[src/design/csu_pkg.sv]
package csu_pkg;

    // sizing of the semaphore table and of the per-semaphore wait queues
    localparam int NUM_SEMAPHORES  = 16;
    localparam int QUEUE_DEPTH     = 16;
    localparam int PROCESS_ID_BITS = 8;

    // signed count range
    localparam int CNT_W = 16;
    localparam logic signed [CNT_W-1:0] CNT_MAX = 16'sh7fff;
    localparam logic signed [CNT_W-1:0] CNT_MIN = 16'sh8000;

    typedef enum logic [1:0] {
        OP_INIT    = 2'd0,
        OP_WAIT    = 2'd1,
        OP_POST    = 2'd2,
        OP_DESTROY = 2'd3
    } t_opcode;

    typedef enum logic [2:0] {
        ST_OK         = 3'd0,
        ST_BLOCKED    = 3'd1,
        ST_NOT_FOUND  = 3'd2,
        ST_QUEUE_FULL = 3'd3,
        ST_OVERFLOW   = 3'd4
    } t_status;

    typedef struct packed {
        t_opcode     opcode;
        logic [3:0]  sem_id;
        logic [14:0] init_value;
        logic [7:0]  process_id;
    } t_req;

    typedef struct packed {
        t_status    status;
        logic       wake_valid;
        logic [7:0] wake_process_id;
        logic [3:0] sem_id_out;
    } t_rsp;

endpackage

[src/design/counting_semaphore_unit.sv]
// Counting semaphore unit: a table of counting semaphores, each with its own FIFO of blocked
// process ids. Every request transaction (init, wait, post, destroy) yields exactly one
// response transaction carrying a status, an optional woken process id and the echoed
// semaphore id. The accept cycle launches the synchronous reads of the count memory and of the
// wait-queue memory (at the queue head); the execute state that follows modifies, writes back
// and loads the output register. Execute waits while a previous response is still held
// downstream, and no new request is accepted until execute completes. No clearing pass is
// needed after reset: only the valid bits are cleared, counts and queues are written by init
// and wait.
module counting_semaphore_unit
    import csu_pkg::*;
(
    input  logic i_clk,
    input  logic i_rst_n,
    // request channel
    input  logic i_in_valid,
    output logic o_in_stall,
    input  t_req i_in_data,
    // response channel
    output logic o_out_valid,
    input  logic i_out_stall,
    output t_rsp o_out_data
);

    // derived widths
    localparam int SW   = (NUM_SEMAPHORES > 1) ? $clog2(NUM_SEMAPHORES) : 1;
    localparam int HW   = (QUEUE_DEPTH > 1) ? $clog2(QUEUE_DEPTH) : 1;
    localparam int FW   = $clog2(QUEUE_DEPTH + 1);
    localparam int SUMW = FW + 1;
    localparam int QN   = NUM_SEMAPHORES * QUEUE_DEPTH;
    localparam int QAW  = (QN > 1) ? $clog2(QN) : 1;
    localparam int PW   = PROCESS_ID_BITS;

    typedef enum logic [1:0] {
        S_IDLE = 2'b01,
        S_EXEC = 2'b10
    } t_state;

    t_state r_state, n_state;

    // per-semaphore state: count in a memory, valid/head/fill in flops
    logic signed [CNT_W-1:0] cnt_mem [NUM_SEMAPHORES];
    logic [PW-1:0]           q_mem   [QN];
    logic [NUM_SEMAPHORES-1:0] r_valid;
    logic [HW-1:0]           r_head [NUM_SEMAPHORES];
    logic [FW-1:0]           r_fill [NUM_SEMAPHORES];

    // request held for the execute cycle, plus registered memory read data
    t_req                    r_req;
    logic signed [CNT_W-1:0] r_cnt_rd;
    logic [PW-1:0]           r_q_rd;

    // output register
    logic r_out_valid;
    t_rsp r_out;
    t_rsp n_rsp;

    logic in_acc;
    logic out_take;
    logic exec_go;

    // write-back controls from the execute cycle
    logic                    cnt_we;
    logic signed [CNT_W-1:0] cnt_wdata;
    logic                    q_we;
    logic [QAW-1:0]          q_waddr;
    logic                    hf_we;
    logic [HW-1:0]           head_wdata;
    logic [FW-1:0]           fill_wdata;
    logic                    vld_set;
    logic                    vld_clr;

    logic [SW-1:0]   in_idx;
    logic [SW-1:0]   ex_idx;
    logic            ex_in_range;
    logic            ex_valid;
    logic [HW-1:0]   ex_head;
    logic [FW-1:0]   ex_fill;
    logic [SUMW-1:0] pos_sum;
    logic [HW-1:0]   tail_pos;
    logic [SUMW-1:0] head_inc;
    logic [HW-1:0]   head_next;
    logic [QAW-1:0]  q_raddr;

    assign in_acc   = i_in_valid && !o_in_stall;
    assign out_take = r_out_valid && !i_out_stall;
    // execute may finish only when the output register is free or emptying
    assign exec_go  = (r_state == S_EXEC) && (!r_out_valid || !i_out_stall);

    assign o_in_stall  = (r_state != S_IDLE);
    assign o_out_valid = r_out_valid;
    assign o_out_data  = r_out;

    assign in_idx = SW'(i_in_data.sem_id);
    assign ex_idx = SW'(r_req.sem_id);

    // queue slot at the head of the addressed semaphore, read at accept
    assign q_raddr = QAW'(QAW'(in_idx) * QAW'(QUEUE_DEPTH) + QAW'(r_head[in_idx]));

    always_ff @(posedge i_clk) begin
        if (in_acc) begin
            r_req    <= i_in_data;
            r_cnt_rd <= cnt_mem[in_idx];
            r_q_rd   <= q_mem[q_raddr];
        end
    end

    // ---- execute: read-modify-write of one semaphore ----
    assign ex_in_range = (32'(r_req.sem_id) < NUM_SEMAPHORES);
    assign ex_valid    = ex_in_range && r_valid[ex_idx];
    assign ex_head     = r_head[ex_idx];
    assign ex_fill     = r_fill[ex_idx];

    // tail position, wrapped to the queue depth
    always_comb begin
        pos_sum = SUMW'(ex_head) + SUMW'(ex_fill);
        if (pos_sum >= SUMW'(QUEUE_DEPTH)) begin
            pos_sum = pos_sum - SUMW'(QUEUE_DEPTH);
        end
        tail_pos = HW'(pos_sum);
    end

    // head advance on a pop, wrapped
    always_comb begin
        head_inc = SUMW'(ex_head) + SUMW'(1);
        if (head_inc >= SUMW'(QUEUE_DEPTH)) begin
            head_next = '0;
        end else begin
            head_next = HW'(head_inc);
        end
    end

    assign q_waddr = QAW'(QAW'(ex_idx) * QAW'(QUEUE_DEPTH) + QAW'(tail_pos));

    always_comb begin
        n_rsp.status          = ST_OK;
        n_rsp.wake_valid      = 1'b0;
        n_rsp.wake_process_id = '0;
        n_rsp.sem_id_out      = r_req.sem_id;
        cnt_we     = 1'b0;
        cnt_wdata  = r_cnt_rd;
        q_we       = 1'b0;
        hf_we      = 1'b0;
        head_wdata = ex_head;
        fill_wdata = ex_fill;
        vld_set    = 1'b0;
        vld_clr    = 1'b0;
        if (!ex_in_range) begin
            n_rsp.status = ST_NOT_FOUND;
        end else if (r_req.opcode == OP_INIT) begin
            // create only when absent
            if (!ex_valid) begin
                vld_set    = 1'b1;
                cnt_we     = 1'b1;
                cnt_wdata  = CNT_W'(r_req.init_value);
                hf_we      = 1'b1;
                head_wdata = '0;
                fill_wdata = '0;
            end
        end else if (!ex_valid) begin
            n_rsp.status = ST_NOT_FOUND;
        end else begin
            unique case (r_req.opcode)
                OP_WAIT: begin
                    if (r_cnt_rd == CNT_MIN) begin
                        n_rsp.status = ST_OVERFLOW;
                    end else if (r_cnt_rd <= 0) begin
                        // caller blocks: needs a free queue slot
                        if (ex_fill >= FW'(QUEUE_DEPTH)) begin
                            n_rsp.status = ST_QUEUE_FULL;
                        end else begin
                            n_rsp.status = ST_BLOCKED;
                            q_we       = 1'b1;
                            hf_we      = 1'b1;
                            fill_wdata = ex_fill + FW'(1);
                            cnt_we     = 1'b1;
                            cnt_wdata  = r_cnt_rd - 16'sd1;
                        end
                    end else begin
                        cnt_we    = 1'b1;
                        cnt_wdata = r_cnt_rd - 16'sd1;
                    end
                end
                OP_POST: begin
                    if (r_cnt_rd == CNT_MAX) begin
                        n_rsp.status = ST_OVERFLOW;
                    end else begin
                        cnt_we    = 1'b1;
                        cnt_wdata = r_cnt_rd + 16'sd1;
                        // new count at or below zero with a waiter: wake the oldest
                        if ((r_cnt_rd < 0) && (ex_fill != '0)) begin
                            n_rsp.wake_valid      = 1'b1;
                            n_rsp.wake_process_id = 8'(r_q_rd);
                            hf_we      = 1'b1;
                            head_wdata = head_next;
                            fill_wdata = ex_fill - FW'(1);
                        end
                    end
                end
                OP_DESTROY: begin
                    vld_clr    = 1'b1;
                    hf_we      = 1'b1;
                    head_wdata = '0;
                    fill_wdata = '0;
                end
                default: begin
                    // init handled above
                end
            endcase
        end
    end

    // ---- memories ----
    always_ff @(posedge i_clk) begin
        if (exec_go && cnt_we) begin
            cnt_mem[ex_idx] <= cnt_wdata;
        end
    end

    always_ff @(posedge i_clk) begin
        if (exec_go && q_we) begin
            q_mem[q_waddr] <= PW'(r_req.process_id);
        end
    end

    // head and fill, only meaningful for valid entries
    always_ff @(posedge i_clk) begin
        if (exec_go && hf_we) begin
            r_head[ex_idx] <= head_wdata;
            r_fill[ex_idx] <= fill_wdata;
        end
    end

    always_ff @(posedge i_clk) begin
        if (!i_rst_n) begin
            r_valid <= '0;
        end else if (exec_go) begin
            if (vld_set) begin
                r_valid[ex_idx] <= 1'b1;
            end else if (vld_clr) begin
                r_valid[ex_idx] <= 1'b0;
            end
        end
    end

    // ---- control ----
    always_comb begin
        n_state = r_state;
        unique case (r_state)
            S_IDLE: begin
                if (in_acc) begin
                    n_state = S_EXEC;
                end
            end
            S_EXEC: begin
                if (exec_go) begin
                    n_state = S_IDLE;
                end
            end
            default: n_state = S_IDLE;
        endcase
    end

    always_ff @(posedge i_clk) begin
        if (!i_rst_n) begin
            r_state     <= S_IDLE;
            r_out_valid <= 1'b0;
        end else begin
            r_state <= n_state;
            if (exec_go) begin
                r_out_valid <= 1'b1;
            end else if (out_take) begin
                r_out_valid <= 1'b0;
            end
        end
    end

    always_ff @(posedge i_clk) begin
        if (exec_go) begin
            r_out <= n_rsp;
        end
    end

    // ---- assertions ----
    // a new response only comes out of an execute cycle
    a_out_from_exec: assert property (@(posedge i_clk) disable iff (!i_rst_n)
        $rose(o_out_valid) |-> $past(r_state == S_EXEC))
        else $error("response appeared without an execute cycle");

    // an accepted request enters the execute state next cycle
    a_acc_to_exec: assert property (@(posedge i_clk) disable iff (!i_rst_n)
        in_acc |=> (r_state == S_EXEC))
        else $error("accepted request did not enter execute");

    // a valid semaphore never holds more waiters than the queue depth
    a_fill_bound: assert property (@(posedge i_clk) disable iff (!i_rst_n)
        ((r_state == S_EXEC) && ex_valid) |-> (ex_fill <= FW'(QUEUE_DEPTH)))
        else $error("wait queue fill beyond depth");

    // a wake is only reported with an ok status
    a_wake_ok: assert property (@(posedge i_clk) disable iff (!i_rst_n)
        (o_out_valid && o_out_data.wake_valid) |-> (o_out_data.status == ST_OK))
        else $error("wake reported with a non-ok status");

endmodule
[config.mk]
export PLATFORM = sky130hd
export DESIGN_NAME = counting_semaphore_unit
export DESIGN_NICKNAME = d
export VERILOG_FILES = /design/src/design/csu_pkg.sv /design/src/design/counting_semaphore_unit.sv
export SDC_FILE = /design/constraint.sdc
export NUM_CORES = 2
export LEC_CHECK = 0
export BUFFER_PORTS_ARGS = -buffer_cell sky130_fd_sc_hd__buf_4
export CAP_MARGIN = 20
export CORE_ASPECT_RATIO = 0.8
export CORE_MARGIN = 4
export CORE_UTILIZATION = 35
export CTS_CLUSTER_SIZE = 30
export DETAILED_ROUTE_END_ITERATION = 8
export HOLD_SLACK_MARGIN = 0.03
export PLACE_DENSITY_LB_ADDON = 0.25
export SLEW_MARGIN = 20
export SYNTH_ARGS = -nofsm -noshare
export SYNTH_HDL_FRONTEND = slang
export SYNTH_SLANG_ARGS = --single-unit
[constraint.sdc]
create_clock -name i_clk -period 4.7 [get_ports i_clk]
set_input_delay 0.235 -clock i_clk [delete_from_list [all_inputs] [get_ports i_clk]]
set_output_delay 0.235 -clock i_clk [all_outputs]
set_load 0.05 [all_outputs]
==> run_summary.xml <==
<?xml version="1.0" encoding="UTF-8"?>
<metrics>
  <group name="status">
    <metric name="status" unit="">complete, no violations</metric>
  </group>
  <group name="critical_path">
    <metric name="worst-setup-path-type" unit="">reg -&gt; reg</metric>
    <metric name="worst_ep_arrival_time" unit="ps">5370</metric>
    <metric name="worst_setup_path_end_kind" unit="">register</metric>
    <metric name="cp_cell_sequence" unit="">mux4_2 -&gt; mux2i_1 -&gt; and2_1 -&gt; nor4_4 -&gt; buf_12 -&gt; buf_4 -&gt; buf_4 -&gt; a32oi_1 -&gt; nand3_1 -&gt; o21ai_0 -&gt; nor4_2 -&gt; buf_4 -&gt; nor4_1</metric>
    <metric name="endpoint" unit="">r_q_rd[6]</metric>
    <metric name="crit_path_frequent_cell" unit="">sky130_fd_sc_hd__buf_4</metric>
    <metric name="critical_path_peak_fanout" unit="">11</metric>
    <metric name="worst_r2r_startpoint" unit="">r_head[15][3]</metric>
    <metric name="worstSetupStartpointType" unit="">register</metric>
    <metric name="worst-r2r-setup-slack" unit="ps">90</metric>
    <metric name="cp_slowest_cell" unit="">sky130_fd_sc_hd__o21ai_0</metric>
    <metric name="worst-r2r-cell-count" unit="">13</metric>
    <metric name="worst-endpoint-required" unit="ps">5450</metric>
    <metric name="crit_path_largest_cell_delay" unit="ps">830</metric>
    <metric name="worst_setup_path_startpoint" unit="">r_head[15][3]</metric>
    <metric name="rr_endpoint" unit="">r_q_rd[6]</metric>
  </group>
  <group name="sta">
    <metric name="setup_viol_count_final" unit="">0</metric>
    <metric name="post_route_worst_hold_slack" unit="ps">101</metric>
    <metric name="post-route-min-period" unit="ps">4610</metric>
    <metric name="fmax" unit="MHz">217</metric>
    <metric name="max-slew-margin-rel" unit="%">19.8</metric>
    <metric name="rsz0062_at_grt" unit="">false</metric>
    <metric name="timing_worst_slew_pin_value" unit="ps">1200</metric>
    <metric name="worst_clk_skew" unit="ps">84.3</metric>
    <metric name="timing.final.hold_violations" unit="">0</metric>
    <metric name="final.setup.worst_slack" unit="ps">85.4</metric>
    <metric name="timing.final.crit_share" unit="%">98.2</metric>
    <metric name="slew_viol_final" unit="">0</metric>
  </group>
  <group name="detailed_routing">
    <metric name="routed-via-count" unit="">60200</metric>
    <metric name="route.final.wire_length" unit="microns">302000</metric>
    <metric name="drc_markers" unit="">0</metric>
    <metric name="wl_per_cell" unit="microns">27.5</metric>
    <metric name="drtPass1Iterations" unit="">7</metric>
    <metric name="routed_via_density" unit="">5.47</metric>
    <metric name="post_detailed_route_count_of_antenna_violating_nets" unit="">0</metric>
    <metric name="drtIter0Drc" unit="">8143</metric>
  </group>
  <group name="floorplanning">
    <metric name="row_count" unit="">176</metric>
    <metric name="initial_core_utilization" unit="%">35.2</metric>
    <metric name="floorplan.die_area" unit="sq um">298000</metric>
    <metric name="design.core.area" unit="sq um">288000</metric>
    <metric name="dieHeight" unit="microns">489</metric>
    <metric name="die_w" unit="microns">610</metric>
    <metric name="io_pins" unit="">51</metric>
  </group>
  <group name="synth">
    <metric name="synth_cell_type_count" unit="">78</metric>
    <metric name="synth-edff-count" unit="">2517</metric>
    <metric name="synthesis.instances" unit="">6423</metric>
    <metric name="netlist_top_cells_area" unit="">sky130_fd_sc_hd__edfxtp_1, sky130_fd_sc_hd__mux4_2, sky130_fd_sc_hd__nand2_1, sky130_fd_sc_hd__mux2i_1, sky130_fd_sc_hd__nand3_1</metric>
    <metric name="synth_async_sr_flop_share" unit="%">0</metric>
    <metric name="postSynthRegisterBits" unit="">2540</metric>
    <metric name="synth-seq-area-share" unit="%">75.0</metric>
    <metric name="syn_nets" unit="">6471</metric>
    <metric name="synth_largest_area_cell" unit="">sky130_fd_sc_hd__edfxtp_1</metric>
    <metric name="post_synth_instance_area" unit="sq um">101000</metric>
    <metric name="syn-mean-instance-area" unit="sq um">15.8</metric>
    <metric name="synth_top_cell_area_share" unit="%">74.6</metric>
    <metric name="synth_warnings" unit="">0</metric>
    <metric name="synth-main-ff-cell" unit="">sky130_fd_sc_hd__edfxtp_1</metric>
  </group>
  <group name="placed_design">
    <metric name="io_buffers" unit="">50</metric>
    <metric name="dp_hpwl" unit="microns">191000</metric>
    <metric name="detailedPlace.worstSlack" unit="ps">-208</metric>
    <metric name="gp_routability_congestion" unit="">0.886</metric>
  </group>
  <group name="clock_network">
    <metric name="clock_tree.htree_level_count" unit="">4</metric>
    <metric name="clkTransAtPathRegs" unit="ps">70</metric>
    <metric name="tritoncts_clock_tree" unit="">built</metric>
    <metric name="postCtsSetupRepairBufs" unit="">0</metric>
    <metric name="cts_inserted_buffers" unit="">244</metric>
    <metric name="clkLatencyLatePin" unit="ps">920</metric>
    <metric name="clk_buf_depth" unit="">4</metric>
    <metric name="clock_tree.root_cell" unit="">sky130_fd_sc_hd__clkbuf_16</metric>
    <metric name="cts.sinks" unit="">2540</metric>
  </group>
  <group name="global_routing">
    <metric name="grt_busiest_layer" unit="">met1</metric>
    <metric name="globalRouteMet3Util" unit="%">3.99</metric>
    <metric name="global_route.usage.met1" unit="%">29.7</metric>
    <metric name="grt_use_total" unit="%">19.8</metric>
    <metric name="grt_pass1_vias" unit="">58400</metric>
    <metric name="first_pass_grt_wire_length" unit="microns">432000</metric>
    <metric name="maximum_number_of_pins_on_one_net_before_global_route_repair" unit="">210</metric>
    <metric name="globalRouteMet2Util" unit="%">29.1</metric>
    <metric name="antenna_found_initial" unit="">12</metric>
    <metric name="global_route.overflow_total" unit="">0</metric>
  </group>
  <group name="final_layout">
    <metric name="post_route_cells_drive_above_1_share" unit="%">19.7</metric>
    <metric name="layout.filler_cells" unit="">25900</metric>
    <metric name="area_delta_synth_final" unit="%">17.0</metric>
    <metric name="final_common_cell" unit="">sky130_fd_sc_hd__edfxtp_1</metric>
    <metric name="most-common-layout-cells" unit="">sky130_fd_sc_hd__edfxtp_1, sky130_fd_sc_hd__nand2_1, sky130_fd_sc_hd__buf_4</metric>
    <metric name="final_net_count" unit="">7038</metric>
  </group>
  <group name="job">
    <metric name="max_cap_violations" unit="">0</metric>
  </group>
  <group name="power">
    <metric name="power_density" unit="nW/um^2">421</metric>
    <metric name="leakagePower" unit="nW">38.8</metric>
    <metric name="peak_ir_drop_on_the_vdd_network" unit="mV">0.327</metric>
    <metric name="report.power.total" unit="W">0.0499</metric>
  </group>
  <group name="hold_path">
    <metric name="worstHoldPathType" unit="">in -&gt; reg</metric>
  </group>
</metrics>
## repair_timing
action | 4_1_cts | 5_1_grt
pin swaps | 0 | 1
endpoints found under the setup margin | 1 | 427
hold endpoints to repair | 67 | 0
gates resized for setup | 2 | 36
hold buffers | 55 | 0
## cell type report
type	instances	area (sq um)	area share, %
Sequential cell	2540	76000	64.2
Multi-Input combinational cell	3453	23600	19.9
Timing Repair Buffer	732	6520	5.50
Clock buffer	304	6390	5.39
Tap cell	3827	4790	4.04
Clock inverter	132	1090	0.916
Inverter	19	71.3	0.0602
Antenna cell	9	22.5	0.0190
## power breakdown
part,internal [W],switching [W]
clock,0.0105,0.00846
sequential,0.0251,0.0000822
combinational,0.00175,0.00402
total,0.0374,0.0126
## metrics by stage
stage | std cells | cell area (sq um) | utilization, % | setup TNS (ps)
floorplan | 6423 | 101000 | - | -12330
global placement | 10500 | 110000 | 38.3 | -1480
detailed placement | 10500 | 110000 | 38.3 | -683
CTS | 11000 | 118000 | 41.1 | 0
global route | 11000 | 119000 | 41.2 | 0
finish | 11000 | 119000 | 41.2 | 0
## synthesized netlist by cell type, types with 7 or more instances
master                     count
sky130_fd_sc_hd__edfxtp_1   2517
sky130_fd_sc_hd__nand2_1    1243
sky130_fd_sc_hd__nand3_1     402
sky130_fd_sc_hd__nor2_1      366
sky130_fd_sc_hd__mux4_2      290
sky130_fd_sc_hd__mux2i_1     228
sky130_fd_sc_hd__buf_2       173
sky130_fd_sc_hd__clkbuf_1    158
sky130_fd_sc_hd__a31oi_1     157
sky130_fd_sc_hd__a21oi_1     129
sky130_fd_sc_hd__o21ai_0      83
sky130_fd_sc_hd__nand4_1      67
sky130_fd_sc_hd__a32oi_1      58
sky130_fd_sc_hd__o22ai_1      57
sky130_fd_sc_hd__nor4_1       47
sky130_fd_sc_hd__buf_4        35
sky130_fd_sc_hd__a221oi_1     27
sky130_fd_sc_hd__and3_1       26
sky130_fd_sc_hd__nor3_1       26
sky130_fd_sc_hd__buf_1        23
sky130_fd_sc_hd__dfxtp_1      23
sky130_fd_sc_hd__buf_6        22
sky130_fd_sc_hd__a21boi_0     19
sky130_fd_sc_hd__inv_1        18
sky130_fd_sc_hd__a22oi_1      17
sky130_fd_sc_hd__and2_1       17
sky130_fd_sc_hd__a311oi_1     15
sky130_fd_sc_hd__mux2_2       15
sky130_fd_sc_hd__ha_1         14
sky130_fd_sc_hd__a211oi_1     11
sky130_fd_sc_hd__nor2b_1      10
sky130_fd_sc_hd__o211ai_1      8
sky130_fd_sc_hd__a32o_1        7
sky130_fd_sc_hd__and4_1        7
sky130_fd_sc_hd__nand2b_1      7
## per-layer routing
metal / share of wire, % / vias to the layer above
met5: 0.0040 / -
met2: 43 / 2737
met1: 44 / 31100
li1: - / 26000
met4: 3.1 / 2
met3: 9.1 / 420
## registers in the layout, indices dropped and copies added (netlist names), named ones only
| signal | flops |
|---|---|
| q_mem | 2048 |
| r_req | 25 |
| o_out_valid | 1 |
| r_fill | 80 |
| r_head | 64 |
| cnt_mem | 256 |
| o_out_data | 16 |
| r_state | 2 |
| ex_idx | 4 |
| r_q_rd | 8 |
| r_cnt_rd | 16 |
## kinds of logic (layout without fill, tap and decap cells)
group | Yosys count | count (layout) | share of synthesized area [%]
simple gates | 2245 | 2245 | 9.43
compound gates | 648 | 648 | 4.26
mux | 534 | 534 | 8.89
flops | 2540 | 2540 | 75.0
other cells | 0 | 9 | 0
xor+xnor | 10 | 10 | 0.0864
buf+inv | 430 | 1187 | 2.10
fa+ha+maj | 16 | 16 | 0.202
## critical path: cells and delay by family, from the launching register on
| kind | cells | cell delay, ps |
|---|---|---|
| compound gates | 2 | 1190 |
| buf+inv | 4 | 830 |
| flops | 1 | 390 |
| mux | 2 | 940 |
| simple gates | 5 | 1090 |
## worst min path at each step
stage,to,cells past startpoint,slack [ps],startpoint
final,r_req[9],2,100,i_in_data[9]
after global routing,r_req[9],2,70,i_in_data[9]
after CTS,r_req[9],2,30,i_in_data[9]
after detailed placement,r_req[5],1,410,i_in_data[5]
after global placement,r_req[21],1,410,i_in_data[21]
after floorplan,ex_idx[0],0,330,i_in_data[23]
(Power assumes the default switching activity.)
